### config.mk
export PLATFORM = sky130hd
export DESIGN_NAME = lfu_cache_table
export DESIGN_NICKNAME = d
export VERILOG_FILES = /design/src/sv/lfu_pkg.sv /design/src/sv/lfu_datapath.sv /design/src/sv/lfu_ctrl.sv /design/src/sv/lfu_cache_table.sv
export SDC_FILE = /design/constraint.sdc
export NUM_CORES = 2
export LEC_CHECK = 0
export BUFFER_PORTS_ARGS = -buffer_cell sky130_fd_sc_hd__buf_2
export CORE_MARGIN = 4
export CORE_UTILIZATION = 67
export DETAILED_ROUTE_END_ITERATION = 12
export PLACE_DENSITY = 0.85
export SKIP_LAST_GASP = 1
export SLEW_MARGIN = 20
export SYNTH_ARGS = -nofsm -noshare
export SYNTH_HDL_FRONTEND = slang
export SYNTH_SLANG_ARGS = --single-unit
export TNS_END_PERCENT = 10
### constraint.sdc
create_clock -name clk_i -period 21.5 [get_ports clk_i]
set_input_delay 0 -clock clk_i [delete_from_list [all_inputs] [get_ports clk_i]]
set_output_delay 0 -clock clk_i [all_outputs]
set_load 0.02 [all_outputs]
### src/sv/lfu_pkg.sv
// Package with the payload types and constants of the LFU cache table.
`default_nettype none
package lfu_pkg;

  localparam logic CMD_READ  = 1'b0;
  localparam logic CMD_WRITE = 1'b1;

  typedef struct packed {
    logic        command;
    logic [31:0] lookup_key;
    logic [63:0] write_data;
    logic [63:0] expected_data;
  } lfu_req_t;

  typedef struct packed {
    logic        key_found;
    logic [63:0] read_data;
    logic        data_matched;
    logic        did_evict;
    logic [31:0] victim_key;
    logic [31:0] hit_total;
    logic [31:0] miss_total;
  } lfu_rsp_t;

  // Commands from the controller to the datapath.
  typedef struct packed {
    logic start;     // load request, clear scan results
    logic scan;      // examine entry at scan index
    logic evict;     // remove the chosen victim
    logic find_free; // restart the scan looking for a free slot
    logic commit;    // apply the access and form the result
  } lfu_cmd_t;

  // Status from the datapath to the controller.
  typedef struct packed {
    logic scan_last;
    logic need_evict;
    logic is_insert;
  } lfu_sts_t;

endpackage
`default_nettype wire

### src/sv/lfu_datapath.sv
// Datapath of the LFU cache table: entry store, scan registers and counters.
`default_nettype none
module lfu_datapath
  import lfu_pkg::*;
#(
  parameter int TABLE_ENTRIES = 16,
  parameter int COUNT_BITS    = 16
) (
  input  wire            clk_i,
  input  wire            rst_ni,
  input  wire            cfg_we_i,
  input  wire [4:0]      cfg_data_i,
  input  lfu_req_t       req_i,
  input  lfu_cmd_t       cmd_i,
  output lfu_sts_t       sts_o,
  output lfu_rsp_t       rsp_o
);

  localparam int IW = $clog2(TABLE_ENTRIES);
  localparam int NW = $clog2(TABLE_ENTRIES + 1);
  localparam logic [COUNT_BITS-1:0] CountMax = '1;
  localparam logic [NW-1:0] EntriesN = NW'(TABLE_ENTRIES);

  logic [TABLE_ENTRIES-1:0] valid_q;
  logic [31:0]           key_q   [TABLE_ENTRIES];
  logic [63:0]           value_q [TABLE_ENTRIES];
  logic [COUNT_BITS-1:0] count_q [TABLE_ENTRIES];
  logic [31:0]           stamp_q [TABLE_ENTRIES];

  logic [31:0]   clock_q;
  logic [NW-1:0] used_q;
  logic [31:0]   hits_q, misses_q;
  logic [4:0]    cap_q;
  lfu_req_t      req_q;
  lfu_rsp_t      rsp_q;

  logic [IW-1:0] idx_q;
  logic          found_q, vic_ok_q, free_ok_q, evicted_q;
  logic [IW-1:0] hit_idx_q, vic_idx_q, free_idx_q;
  logic [COUNT_BITS-1:0] vic_cnt_q;
  logic [31:0]   vic_age_q, vkey_q;

  // Effective capacity: zero counts as one, large values saturate.
  logic [NW-1:0] cap_eff;
  always_comb begin
    if (cap_q == 5'd0) begin
      cap_eff = NW'(1);
    end else if ({27'd0, cap_q} > 32'(TABLE_ENTRIES)) begin
      cap_eff = EntriesN;
    end else begin
      cap_eff = NW'(cap_q);
    end
  end

  // Entry under the scan index.
  logic [31:0] age;
  logic        better;
  assign age = clock_q - stamp_q[idx_q];
  assign better = valid_q[idx_q] && (!vic_ok_q || count_q[idx_q] < vic_cnt_q ||
                  (count_q[idx_q] == vic_cnt_q && age > vic_age_q));

  assign sts_o.scan_last  = (32'(idx_q) == TABLE_ENTRIES - 1);
  assign sts_o.is_insert  = (req_q.command == CMD_WRITE) && !found_q;
  assign sts_o.need_evict = vic_ok_q && (used_q >= cap_eff);
  assign rsp_o = rsp_q;

  // Result of the access being committed.
  lfu_rsp_t rsp_d;
  always_comb begin
    rsp_d.key_found    = found_q;
    rsp_d.read_data    = '0;
    rsp_d.data_matched = 1'b0;
    rsp_d.did_evict    = evicted_q;
    rsp_d.victim_key   = evicted_q ? vkey_q : 32'd0;
    rsp_d.hit_total    = hits_q;
    rsp_d.miss_total   = misses_q;
    if (req_q.command == CMD_READ) begin
      if (found_q) begin
        rsp_d.read_data = value_q[hit_idx_q];
        if (value_q[hit_idx_q] == req_q.expected_data) begin
          rsp_d.data_matched = 1'b1;
          rsp_d.hit_total    = (hits_q != '1) ? hits_q + 1'b1 : hits_q;
        end else begin
          rsp_d.miss_total = (misses_q != '1) ? misses_q + 1'b1 : misses_q;
        end
      end else begin
        rsp_d.read_data  = '1;
        rsp_d.miss_total = (misses_q != '1) ? misses_q + 1'b1 : misses_q;
      end
    end
  end

  // Configuration register.
  always_ff @(posedge clk_i or negedge rst_ni) begin
    if (!rst_ni) begin
      cap_q <= 5'd16;
    end else if (cfg_we_i) begin
      cap_q <= cfg_data_i;
    end
  end

  // Scan registers and control state.
  always_ff @(posedge clk_i or negedge rst_ni) begin
    if (!rst_ni) begin
      valid_q   <= '0;
      clock_q   <= '0;
      used_q    <= '0;
      hits_q    <= '0;
      misses_q  <= '0;
      idx_q     <= '0;
      found_q   <= 1'b0;
      vic_ok_q  <= 1'b0;
      free_ok_q <= 1'b0;
      evicted_q <= 1'b0;
    end else begin
      if (cmd_i.start) begin
        idx_q     <= '0;
        found_q   <= 1'b0;
        vic_ok_q  <= 1'b0;
        free_ok_q <= 1'b0;
        evicted_q <= 1'b0;
      end
      if (cmd_i.scan) begin
        idx_q <= idx_q + 1'b1;
        if (valid_q[idx_q] && key_q[idx_q] == req_q.lookup_key && !found_q) begin
          found_q <= 1'b1;
        end
        if (better) begin
          vic_ok_q <= 1'b1;
        end
        if (!valid_q[idx_q] && !free_ok_q) begin
          free_ok_q <= 1'b1;
        end
      end
      if (cmd_i.evict) begin
        valid_q[vic_idx_q] <= 1'b0;
        used_q    <= used_q - 1'b1;
        evicted_q <= 1'b1;
      end
      if (cmd_i.find_free) begin
        idx_q     <= '0;
        free_ok_q <= 1'b0;
      end
      if (cmd_i.commit) begin
        if (req_q.command == CMD_READ) begin
          if (found_q) begin
            clock_q <= clock_q + 1'b1;
            if (value_q[hit_idx_q] == req_q.expected_data) begin
              if (hits_q != '1) hits_q <= hits_q + 1'b1;
            end else if (misses_q != '1) begin
              misses_q <= misses_q + 1'b1;
            end
          end else if (misses_q != '1) begin
            misses_q <= misses_q + 1'b1;
          end
        end else if (found_q) begin
          clock_q <= clock_q + 1'b1;
        end else if (free_ok_q) begin
          valid_q[free_idx_q] <= 1'b1;
          clock_q <= clock_q + 1'b1;
          used_q  <= used_q + 1'b1;
        end
      end
    end
  end

  // Payload registers: request, scan picks, entry store and result.
  always_ff @(posedge clk_i) begin
    if (cmd_i.start) begin
      req_q <= req_i;
    end
    if (cmd_i.scan) begin
      if (valid_q[idx_q] && key_q[idx_q] == req_q.lookup_key && !found_q) begin
        hit_idx_q <= idx_q;
      end
      if (better) begin
        vic_idx_q <= idx_q;
        vic_cnt_q <= count_q[idx_q];
        vic_age_q <= age;
        vkey_q    <= key_q[idx_q];
      end
      if (!valid_q[idx_q] && !free_ok_q) begin
        free_idx_q <= idx_q;
      end
    end
    if (cmd_i.commit) begin
      rsp_q <= rsp_d;
      if (req_q.command == CMD_READ) begin
        if (found_q) begin
          if (count_q[hit_idx_q] != CountMax) count_q[hit_idx_q] <= count_q[hit_idx_q] + 1'b1;
          stamp_q[hit_idx_q] <= clock_q;
        end
      end else if (found_q) begin
        value_q[hit_idx_q] <= req_q.write_data;
        if (count_q[hit_idx_q] != CountMax) count_q[hit_idx_q] <= count_q[hit_idx_q] + 1'b1;
        stamp_q[hit_idx_q] <= clock_q;
      end else if (free_ok_q) begin
        key_q[free_idx_q]   <= req_q.lookup_key;
        value_q[free_idx_q] <= req_q.write_data;
        count_q[free_idx_q] <= COUNT_BITS'(1);
        stamp_q[free_idx_q] <= clock_q;
      end
    end
  end

endmodule
`default_nettype wire

### src/sv/lfu_ctrl.sv
// Controller of the LFU cache table: sequences scan, eviction and commit.
`default_nettype none
module lfu_ctrl
  import lfu_pkg::*;
(
  input  wire      clk_i,
  input  wire      rst_ni,
  input  wire      in_valid,
  output logic     in_stall,
  output logic     out_valid,
  input  wire      out_stall,
  input  lfu_sts_t sts_i,
  output lfu_cmd_t cmd_o
);

  typedef enum logic [2:0] {
    ST_IDLE, ST_SCAN, ST_DECIDE, ST_FREE, ST_COMMIT
  } state_e;

  state_e state_q;
  logic   out_valid_q;

  // A new transfer may start once any waiting result is taken this cycle.
  logic out_free;
  assign out_free  = !out_valid_q || !out_stall;
  assign in_stall  = !(state_q == ST_IDLE && out_free);
  assign out_valid = out_valid_q;

  always_comb begin
    cmd_o = '0;
    case (state_q)
      ST_IDLE:   cmd_o.start = in_valid && out_free;
      ST_SCAN:   cmd_o.scan = 1'b1;
      ST_DECIDE: begin
        cmd_o.evict     = sts_i.is_insert && sts_i.need_evict;
        cmd_o.find_free = sts_i.is_insert && sts_i.need_evict;
      end
      ST_FREE:   cmd_o.scan = 1'b1;
      ST_COMMIT: cmd_o.commit = out_free;
      default:   cmd_o = '0;
    endcase
  end

  // State and result valid.
  always_ff @(posedge clk_i or negedge rst_ni) begin
    if (!rst_ni) begin
      state_q     <= ST_IDLE;
      out_valid_q <= 1'b0;
    end else begin
      if (state_q == ST_COMMIT && out_free) out_valid_q <= 1'b1;
      else if (out_valid_q && !out_stall) out_valid_q <= 1'b0;
      case (state_q)
        ST_IDLE:   if (in_valid && out_free) state_q <= ST_SCAN;
        ST_SCAN:   if (sts_i.scan_last) state_q <= ST_DECIDE;
        ST_DECIDE: begin
          if (sts_i.is_insert && sts_i.need_evict) state_q <= ST_FREE;
          else state_q <= ST_COMMIT;
        end
        ST_FREE:   if (sts_i.scan_last) state_q <= ST_COMMIT;
        ST_COMMIT: begin
          if (out_free) begin
            state_q <= ST_IDLE;
          end
        end
        default:   state_q <= ST_IDLE;
      endcase
    end
  end

endmodule
`default_nettype wire

### src/sv/lfu_cache_table.sv
// Top level of the LFU cache table: controller, datapath and checks.
//
// Channel  Direction  Handshake             Payload
// in       input      in_valid / in_stall   in_data_i  (lfu_req_t)
// out      output     out_valid / out_stall out_data_o (lfu_rsp_t)
// cfg      input      cfg_we_i              cfg_data_i (capacity_in_use)
//
// A transfer makes one pass over the entries for a hit, a miss or a fill, and two
// passes when a write evicts: the first pass finds key and victim, and an eviction
// is followed by a second pass for the freed slot.
// Reset clears all valid bits at once, so no clearing pass is needed.
// A stalled result holds in the output register; the next request waits for it.
`default_nettype none
module lfu_cache_table
  import lfu_pkg::*;
#(
  parameter int TABLE_ENTRIES = 16,
  parameter int COUNT_BITS    = 16
) (
  input  wire       clk_i,
  input  wire       rst_ni,
  input  wire       cfg_we_i,
  input  wire [4:0] cfg_data_i,
  input  wire       in_valid,
  output logic      in_stall,
  input  lfu_req_t  in_data_i,
  output logic      out_valid,
  input  wire       out_stall,
  output lfu_rsp_t  out_data_o
);

  lfu_cmd_t cmd;
  lfu_sts_t sts;

  lfu_ctrl u_ctrl (
    .clk_i, .rst_ni, .in_valid, .in_stall, .out_valid, .out_stall,
    .sts_i(sts), .cmd_o(cmd)
  );

  lfu_datapath #(.TABLE_ENTRIES(TABLE_ENTRIES), .COUNT_BITS(COUNT_BITS)) u_dp (
    .clk_i, .rst_ni, .cfg_we_i, .cfg_data_i,
    .req_i(in_data_i), .cmd_i(cmd), .sts_o(sts), .rsp_o(out_data_o)
  );

  // A result is only produced by a commit.
  a_valid_from_commit: assert property (@(posedge clk_i) disable iff (!rst_ni)
    $rose(out_valid) |-> $past(cmd.commit))
    else $error("result raised without commit");

  // No new request is taken while a result is pending and stalled.
  a_no_accept_stalled: assert property (@(posedge clk_i) disable iff (!rst_ni)
    (out_valid && out_stall) |-> in_stall)
    else $error("request taken over stalled result");

  // An eviction is only reported when the key was not found.
  a_evict_write: assert property (@(posedge clk_i) disable iff (!rst_ni)
    (out_valid && out_data_o.did_evict) |-> !out_data_o.key_found)
    else $error("eviction on a present key");

endmodule
`default_nettype wire
* After elaboration in Yosys (flattened, before gate mapping)
Memories as Yosys holds them, arrays and structs flattened. A register that Yosys moved wholly into a read port is not among the register bits.
Cells that the tools add are included.
** Storage, ports and cells
- Register bits after elaboration :: 550
- Memory bits (writable) :: 2304
- Bits of input ports :: 171
- Output and inout bits :: 165
- Word-level logic and storage cells :: 206
- Memories kept :: 4
** Memories
- u_dp.value_q :: depth 16, bits a word 64, read ports 1, clocked after Yosys merged registers in 1, wr ports 1, RTL line lfu_datapath.sv:26 : logic [63:0] value_q [TABLE_ENTRIES];
- u_dp.key_q :: depth 16, bits a word 32, read ports 1, clocked after Yosys merged registers in 0, wr ports 1, RTL line lfu_datapath.sv:25 : logic [31:0] key_q [TABLE_ENTRIES];
- u_dp.stamp_q :: depth 16, bits a word 32, read ports 1, clocked after Yosys merged registers in 0, wr ports 1, RTL line lfu_datapath.sv:28 : logic [31:0] stamp_q [TABLE_ENTRIES];
- u_dp.count_q :: depth 16, bits a word 16, read ports 2, clocked after Yosys merged registers in 1, wr ports 1, RTL line lfu_datapath.sv:27 : logic [COUNT_BITS-1:0] count_q [TABLE_ENTRIES];
** Operators by class
- $add $sub $neg :: 8
- Order comparisons :: 9
- Eq/ne operators :: 15
- Mux-type cells :: 91
- Bitwise logic cells :: 7
- Reductions and logical operators :: 42
** Operators by type and width (number)
- $mux W32 :: 12
- $mux W64 :: 3
- $mux W16 :: 7
- $add A32 B1 Y32 const B :: 3
- $eq A64 B64 Y1 :: 1
- $ne A32 B32 Y1 const B :: 2
- $reduce_or A64 Y1 :: 1
- $mux W1 :: 44
- $mux W5 :: 7
- $eq A32 B32 Y1 :: 1
- $gt A32 B32 Y1 :: 1
- $mux W4 :: 8
- $reduce_or A32 Y1 :: 1
- $sub A32 B32 Y32 :: 1
- $add A16 B1 Y16 const B :: 1
- $and A16 B16 Y16 :: 1
- $eq A16 B16 Y1 :: 1
- $lt A16 B16 Y1 :: 1
- $ne A16 B16 Y1 const B :: 1
- $not A16 Y16 :: 1
- $or A16 B16 Y16 :: 1
- $reduce_or A16 Y1 :: 1
- $lt A4 B5 Y1 const B :: 3
- $mux W3 :: 5
- 29 further kinds :: 64

* Logic depth before layout (Yosys ltp)
- Word-level depth :: 13
- Depth in mapped cells :: 37
- Depth with buffers taken out :: 28

* Cells and area by module
From an unflattened synthesis, not the netlist that was laid out.
** Second synthesis, totals
- Cells, all modules :: 6388
- Area total of the unflattened synthesis :: 116395.4 um^2
** Modules (own cells, without submodules)
- lfu_datapath :: times used 1, cells each 6364, area an instance 116167.7 um^2, seq. area each 85012.8 um^2
- lfu_ctrl :: times used 1, cells each 24, area an instance 227.7 um^2, seq. area each 100.1 um^2

* Least setup slack after synthesis
Ideal clock, no wire load.
- Path kind :: flip-flop to flip-flop
- Start :: register u_dp.idx_q[0]
- End :: register u_dp.vic_age_q[0] (enable)
- Setup time :: 0.645 ns
- Arrival time :: 10.809 ns
- Data required time :: 20.855 ns
- Setup slack :: 10.046 ns
- Cell stages (with the launch flop) :: 22
- Path buffers :: 8
- Clock period less this slack :: 11.454 ns
- Cells stage by stage :: dfrtp_1 clkbuf_1 buf_2 buf_2 buf_2 buf_2 buf_2 buf_2 buf_1 mux4_2 a22oi_1 nand2_1 ha_1 nor2b_1 o21a_1 o21a_1 o21a_1 o21a_1 o21a_1 o21ai_0 a21oi_1 o21ai_0
** Between the ends
- Cells in the longest elaborated chain, start to end :: 7
- Elaborated cells between the ends (all ways) :: 13
- Classes of those cells :: add/sub (1); order compare (2); eq/ne (1); mux (2); reduce/logical (5); memory (2)
** Ends and longest elaborated chain
- start: declaration :: RTL line lfu_datapath.sv:37 : logic [IW-1:0] idx_q;
- start signal: assignment :: RTL line lfu_datapath.sv:124 : idx_q <= idx_q + 1'b1;
- $mem_v2 Z16 W32
- $sub A32 B32 Y32 :: RTL line lfu_datapath.sv:58 : assign age = clock_q - stamp_q[idx_q];
- $gt A32 B32 Y1 :: RTL line lfu_datapath.sv:60 : (count_q[idx_q] == vic_cnt_q && age > vic_age_q));
- $logic_and A1 B1 Y1 :: RTL line lfu_datapath.sv:60
- $logic_or A1 B1 Y1 :: RTL line lfu_datapath.sv:59 : assign better = valid_q[idx_q] && (!vic_ok_q || count_q[idx_q] < vic_cnt_q ||
- $logic_and A1 B1 Y1 * :: RTL line lfu_datapath.sv:59
- $reduce_and A2 Y1 (no source line) *
- end signal: assignment :: RTL line lfu_datapath.sv:179 : vic_age_q <= age;
- end: declaration :: RTL line lfu_datapath.sv:41 : logic [31:0] vic_age_q, vkey_q;
Mark *: on every way between the ends. The rest lies on a longest branch, timed or not. The select of a mux whose other input is x is not followed.
A chain may end at the register's enable or synchronous reset.

* Worst setup path after layout
- Start :: register u_dp.idx_q[2]
- End :: register u_dp.vic_idx_q[0] (enable)
** Between the ends
- Cells in the longest elaborated chain, start to end :: 7
- Elaborated cells between the ends (all ways) :: 13
- Classes of those cells :: add/sub (1); order compare (2); eq/ne (1); mux (2); reduce/logical (5); memory (2)
** Ends and longest elaborated chain
- $mem_v2 Z16 W32
- $sub A32 B32 Y32 :: RTL line lfu_datapath.sv:58
- via u_dp.age[25] :: RTL line lfu_datapath.sv:56 : logic [31:0] age;
- $gt A32 B32 Y1 :: RTL line lfu_datapath.sv:60
- $logic_and A1 B1 Y1 :: RTL line lfu_datapath.sv:60
- $logic_or A1 B1 Y1 :: RTL line lfu_datapath.sv:59
- $logic_and A1 B1 Y1 :: RTL line lfu_datapath.sv:59
- $reduce_and A2 Y1 (no source line)
- end signal: assignment :: RTL line lfu_datapath.sv:177 : vic_idx_q <= idx_q;
- end: declaration :: RTL line lfu_datapath.sv:39 : logic [IW-1:0] hit_idx_q, vic_idx_q, free_idx_q;
The timed path passes the listed nets, and every way through them passes these cells. The select of a mux whose other input is x is not followed.

==> flow_summary.json <==
{
  "outcome": "finished, final reports clean",
  "grt_max_degree": 152,
  "fmax_mhz": 107.9,
  "slew_viol_final": 0,
  "post_cts_buffers": 0,
  "dieArea_um2": 179800,
  "whs_endpoint": "u_ctrl.out_valid$_DFFE_PN0P_",
  "async_flop_share_pct": 4.689,
  "layout_common_cells": "2,720 x edfxtp_1, 489 x mux4_2, 430 x mux2i_1",
  "dr.pass1.iters": 9,
  "ys_ff_latch": 2858,
  "min_period_ns": 9.264,
  "antenna_found_initial": 20,
  "end_kind": "flip-flop",
  "setup_violations": 0,
  "hold_depth": 4,
  "ff2ff_path_depth": 28,
  "critPathMaxFanout": 61,
  "via_count": 69740,
  "fp.dieW_um": 424.1,
  "fin_tns_setup_ns": 0,
  "cts_inserted_buffers": 293,
  "synth-edff-count": 2720,
  "timing.rr.end": "u_dp.vic_idx_q[0]$_DFFE_PP_",
  "reg2reg_slack_ns": 12.24,
  "ys_warn_count": 0,
  "critical-path-top-delay-family": "compound AO/OA/AOI/OAI gates",
  "initial_utilization_pct": 67.46,
  "drive_above_1_share_pct": 21.16,
  "die_y_um": 424.1,
  "synth.distinct_cells": 86,
  "synth_area_leaders": "edfxtp_1 70%, mux4_2 9.5%, mux2i_1 3.7%",
  "dp_hpwl_mm": 155.5,
  "final_common_cell": "edfxtp_1",
  "cts_tree": "yes",
  "cp.required_ns": 22.00,
  "crit_arrival_ns": 9.76,
  "crit_path_start_kind": "flip-flop",
  "io_buffers": 335,
  "grt_util_all_layers_pct": 37.38,
  "drt_wl_total_mm": 335.6,
  "finalCritPeriodShare_pct": 43.09,
  "skew_ns": 0.07724,
  "antenna_left": 0,
  "syn_nets": 6453,
  "overflow": 0,
  "path_clk_slew_ns": 0.07,
  "stdcell_count": 9527,
  "gp_congestion": 0.8723,
  "hold_start": "out_stall",
  "synthToLayoutAreaGrowth_pct": 15.01,
  "relSlewSlack_pct": 17.19,
  "hold_class": "input port to flip-flop",
  "syn_area_um2": 116000,
  "insertion_delay_ns": 0.96,
  "maxCapViolations": 0,
  "rsz0062_at_grt": "false",
  "synthCells": 6190,
  "power_leakage_nw": 46.20,
  "clockBufferDepth": 4,
  "crit_path_max_incr_delay_ns": 0.56,
  "cts.sinks": 2858,
  "synth-seq-area-share_pct": 73.38,
  "numPlacedInstances": 8665,
  "synthFlopType": "edfxtp_1",
  "grt_pass1_vias": 70620,
  "finalHoldViolations": 0,
  "synth.top_cell.area_share_pct": 70.42,
  "grt_first_pass_wirelength_mm": 485.1,
  "pin_count": 336,
  "synth_top_area_cell": "edfxtp_1",
  "route.detailed.drc": 0,
  "drtIter0Drc": 12460,
  "cp_num_buf_inv": 4,
  "powerDensity_nw_per_um2": 109.0,
  "vdd_drop_max_mv": 0.1151,
  "avgViaCountPerCell": 7.320,
  "avgSynthCellArea_um2": 18.74,
  "rr_startpoint": "u_dp.idx_q[2]$_DFFE_PN0P_",
  "rows": 152,
  "cts-root-buf": "clkbuf_16",
  "cp_slowest_cell": "dfrtp_4",
  "core_um2": 171900,
  "fin_nets": 7261,
  "htreeDepth": 5,
  "criticalPathCategory": "flip-flop to flip-flop",
  "tightest_slew_ns": 1.240,
  "drt-wirelength-per-cell_um": 35.22
}
-- what timing repair did --
action	CTS	global route
gates resized for setup	0	0
hold endpoints to repair	285	0
hold buffers	344	0
-- through the flow --
step / utilization [%] / cell area [um^2] / hold WS (ns) / setup WS (ns) / total power [W]
6_report: 77.59 / 133400 / 0.1398 / 12.24 / 0.01454
5_1_grt: 77.58 / 133400 / 0.1259 / 11.93 / 0.01492
4_1_cts: 77.51 / 133300 / 0.05806 / 12.53 / 0.01431
3_5_place_dp: 70.11 / 120500 / 0.09883 / 12.63 / 0.009278
3_3_place_gp: 70.09 / 120500 / 0.08451 / 12.72 / 0.009165
2_1_floorplan: - / 116000 / -0.2956 / 10.05 / 0.008514
-- state kept, by name, summed over array words and instances (netlist names), 5 cells and up, named ones only --
name / cells
u_dp.cap_q: 5
u_dp.clock_q: 32
u_dp.count_q: 256
u_dp.hits_q: 32
u_dp.key_q: 512
u_dp.misses_q: 32
u_dp.req_q: 161
u_dp.rsp_o: 163
u_dp.stamp_q: 512
u_dp.used_q: 5
u_dp.valid_q: 16
u_dp.value_q: 1024
u_dp.vic_age_q: 32
u_dp.vic_cnt_q: 16
u_dp.vkey_q: 32
-- Yosys cell counts (11+ instances only) --
library cell / number
nor2b_1: 29
mux4_2: 489
nand4_1: 41
nand3b_1: 19
a221oi_1: 157
or3_1: 11
o21a_1: 45
xnor2_1: 155
nor2_1: 245
a21oi_1: 105
nand3_1: 83
ha_1: 91
buf_6: 27
and2_1: 46
and4_1: 14
buf_1: 35
nor4_1: 39
xor2_1: 154
nor3_1: 66
mux2i_1: 432
edfxtp_1: 2720
clkbuf_1: 132
dfrtp_1: 133
buf_2: 82
nand2b_1: 33
nand2_1: 209
a21o_1: 41
buf_4: 26
a22oi_1: 51
and3_1: 39
mux2_2: 62
o21ai_0: 154
inv_1: 74
a31oi_1: 14
-- how the worst max path moves through the flow --
| stage | start | depth (start not counted) | end |
|---|---|---|---|
| CTS | u_dp.idx_q[0]$_DFFE_PN0P_ | 26 | u_dp.vkey_q[14]$_DFFE_PP_ |
| global placement | u_dp.idx_q[0]$_DFFE_PN0P_ | 24 | u_dp.vkey_q[26]$_DFFE_PP_ |
| global route | u_dp.idx_q[0]$_DFFE_PN0P_ | 26 | u_dp.vic_idx_q[0]$_DFFE_PP_ |
| floorplan | u_dp.idx_q[0]$_DFFE_PN0P_ | 21 | u_dp.vic_age_q[0]$_DFFE_PP_ |
| detailed placement | u_dp.idx_q[0]$_DFFE_PN0P_ | 22 | u_dp.vkey_q[22]$_DFFE_PP_ |
| finish | u_dp.idx_q[2]$_DFFE_PN0P_ | 28 | u_dp.vic_idx_q[0]$_DFFE_PP_ |
-- cells by family (layout without fill, tap and decap cells) --
group	after synthesis	in the layout	share of synthesized area (%)
DFF	2858	2858	73.38
and+or+nand+nor	928	928	4.047
AOI/OAI and AO/OA	638	638	3.790
xor gates and xnor gates	309	309	2.333
muxes	986	986	13.86
buffers and inverters	379	1395	1.586
adders and majority gates	92	92	0.9989
other	0	11	0
-- worst register-to-register path, delay by kind of cell, from the launching register on --
family,cells,cell delay [ns]
AOI/OAI and AO/OA,19,4.98
and+or+nand+nor,3,0.50
DFF,1,0.56
adders and majority gates,2,0.67
buffers and inverters,4,1.97
-- final cells by class --
type                            count  area, um^2
Inverter                           76       299.0
Multi-Input combinational cell   2953       29480
Tap cell                         2310        2890
Antenna cell                       11       27.53
Fill cell                        8285       38530
Clock buffer                      370        7850
Sequential cell                  2858       85140
Timing Repair Buffer              816        6287
Clock inverter                    133        1413
-- layer usage --
metal | vias up | wire [um] | part of all wire [%] | track usage [%]
li1 | 26600 | - | - | -
met1 | 34320 | 105800 | 32 | 46.76
met2 | 6973 | 159600 | 48 | 58.70
met3 | 1823 | 43610 | 13 | 10.30
met4 | 20 | 26370 | 7.9 | 23.34
met5 | - | 216 | 0.064 | 0.3763
-- power by group --
part | switching (W) | leakage [nW] | internal [W] | total [W]
combinational | 0.00159 | 14.5 | 0.000951 | 0.00254
clock | 0.00220 | 4.52 | 0.00293 | 0.00513
sequential | 0.000332 | 27.2 | 0.00654 | 0.00687
Note: power is estimated with default switching activity, not from simulation.
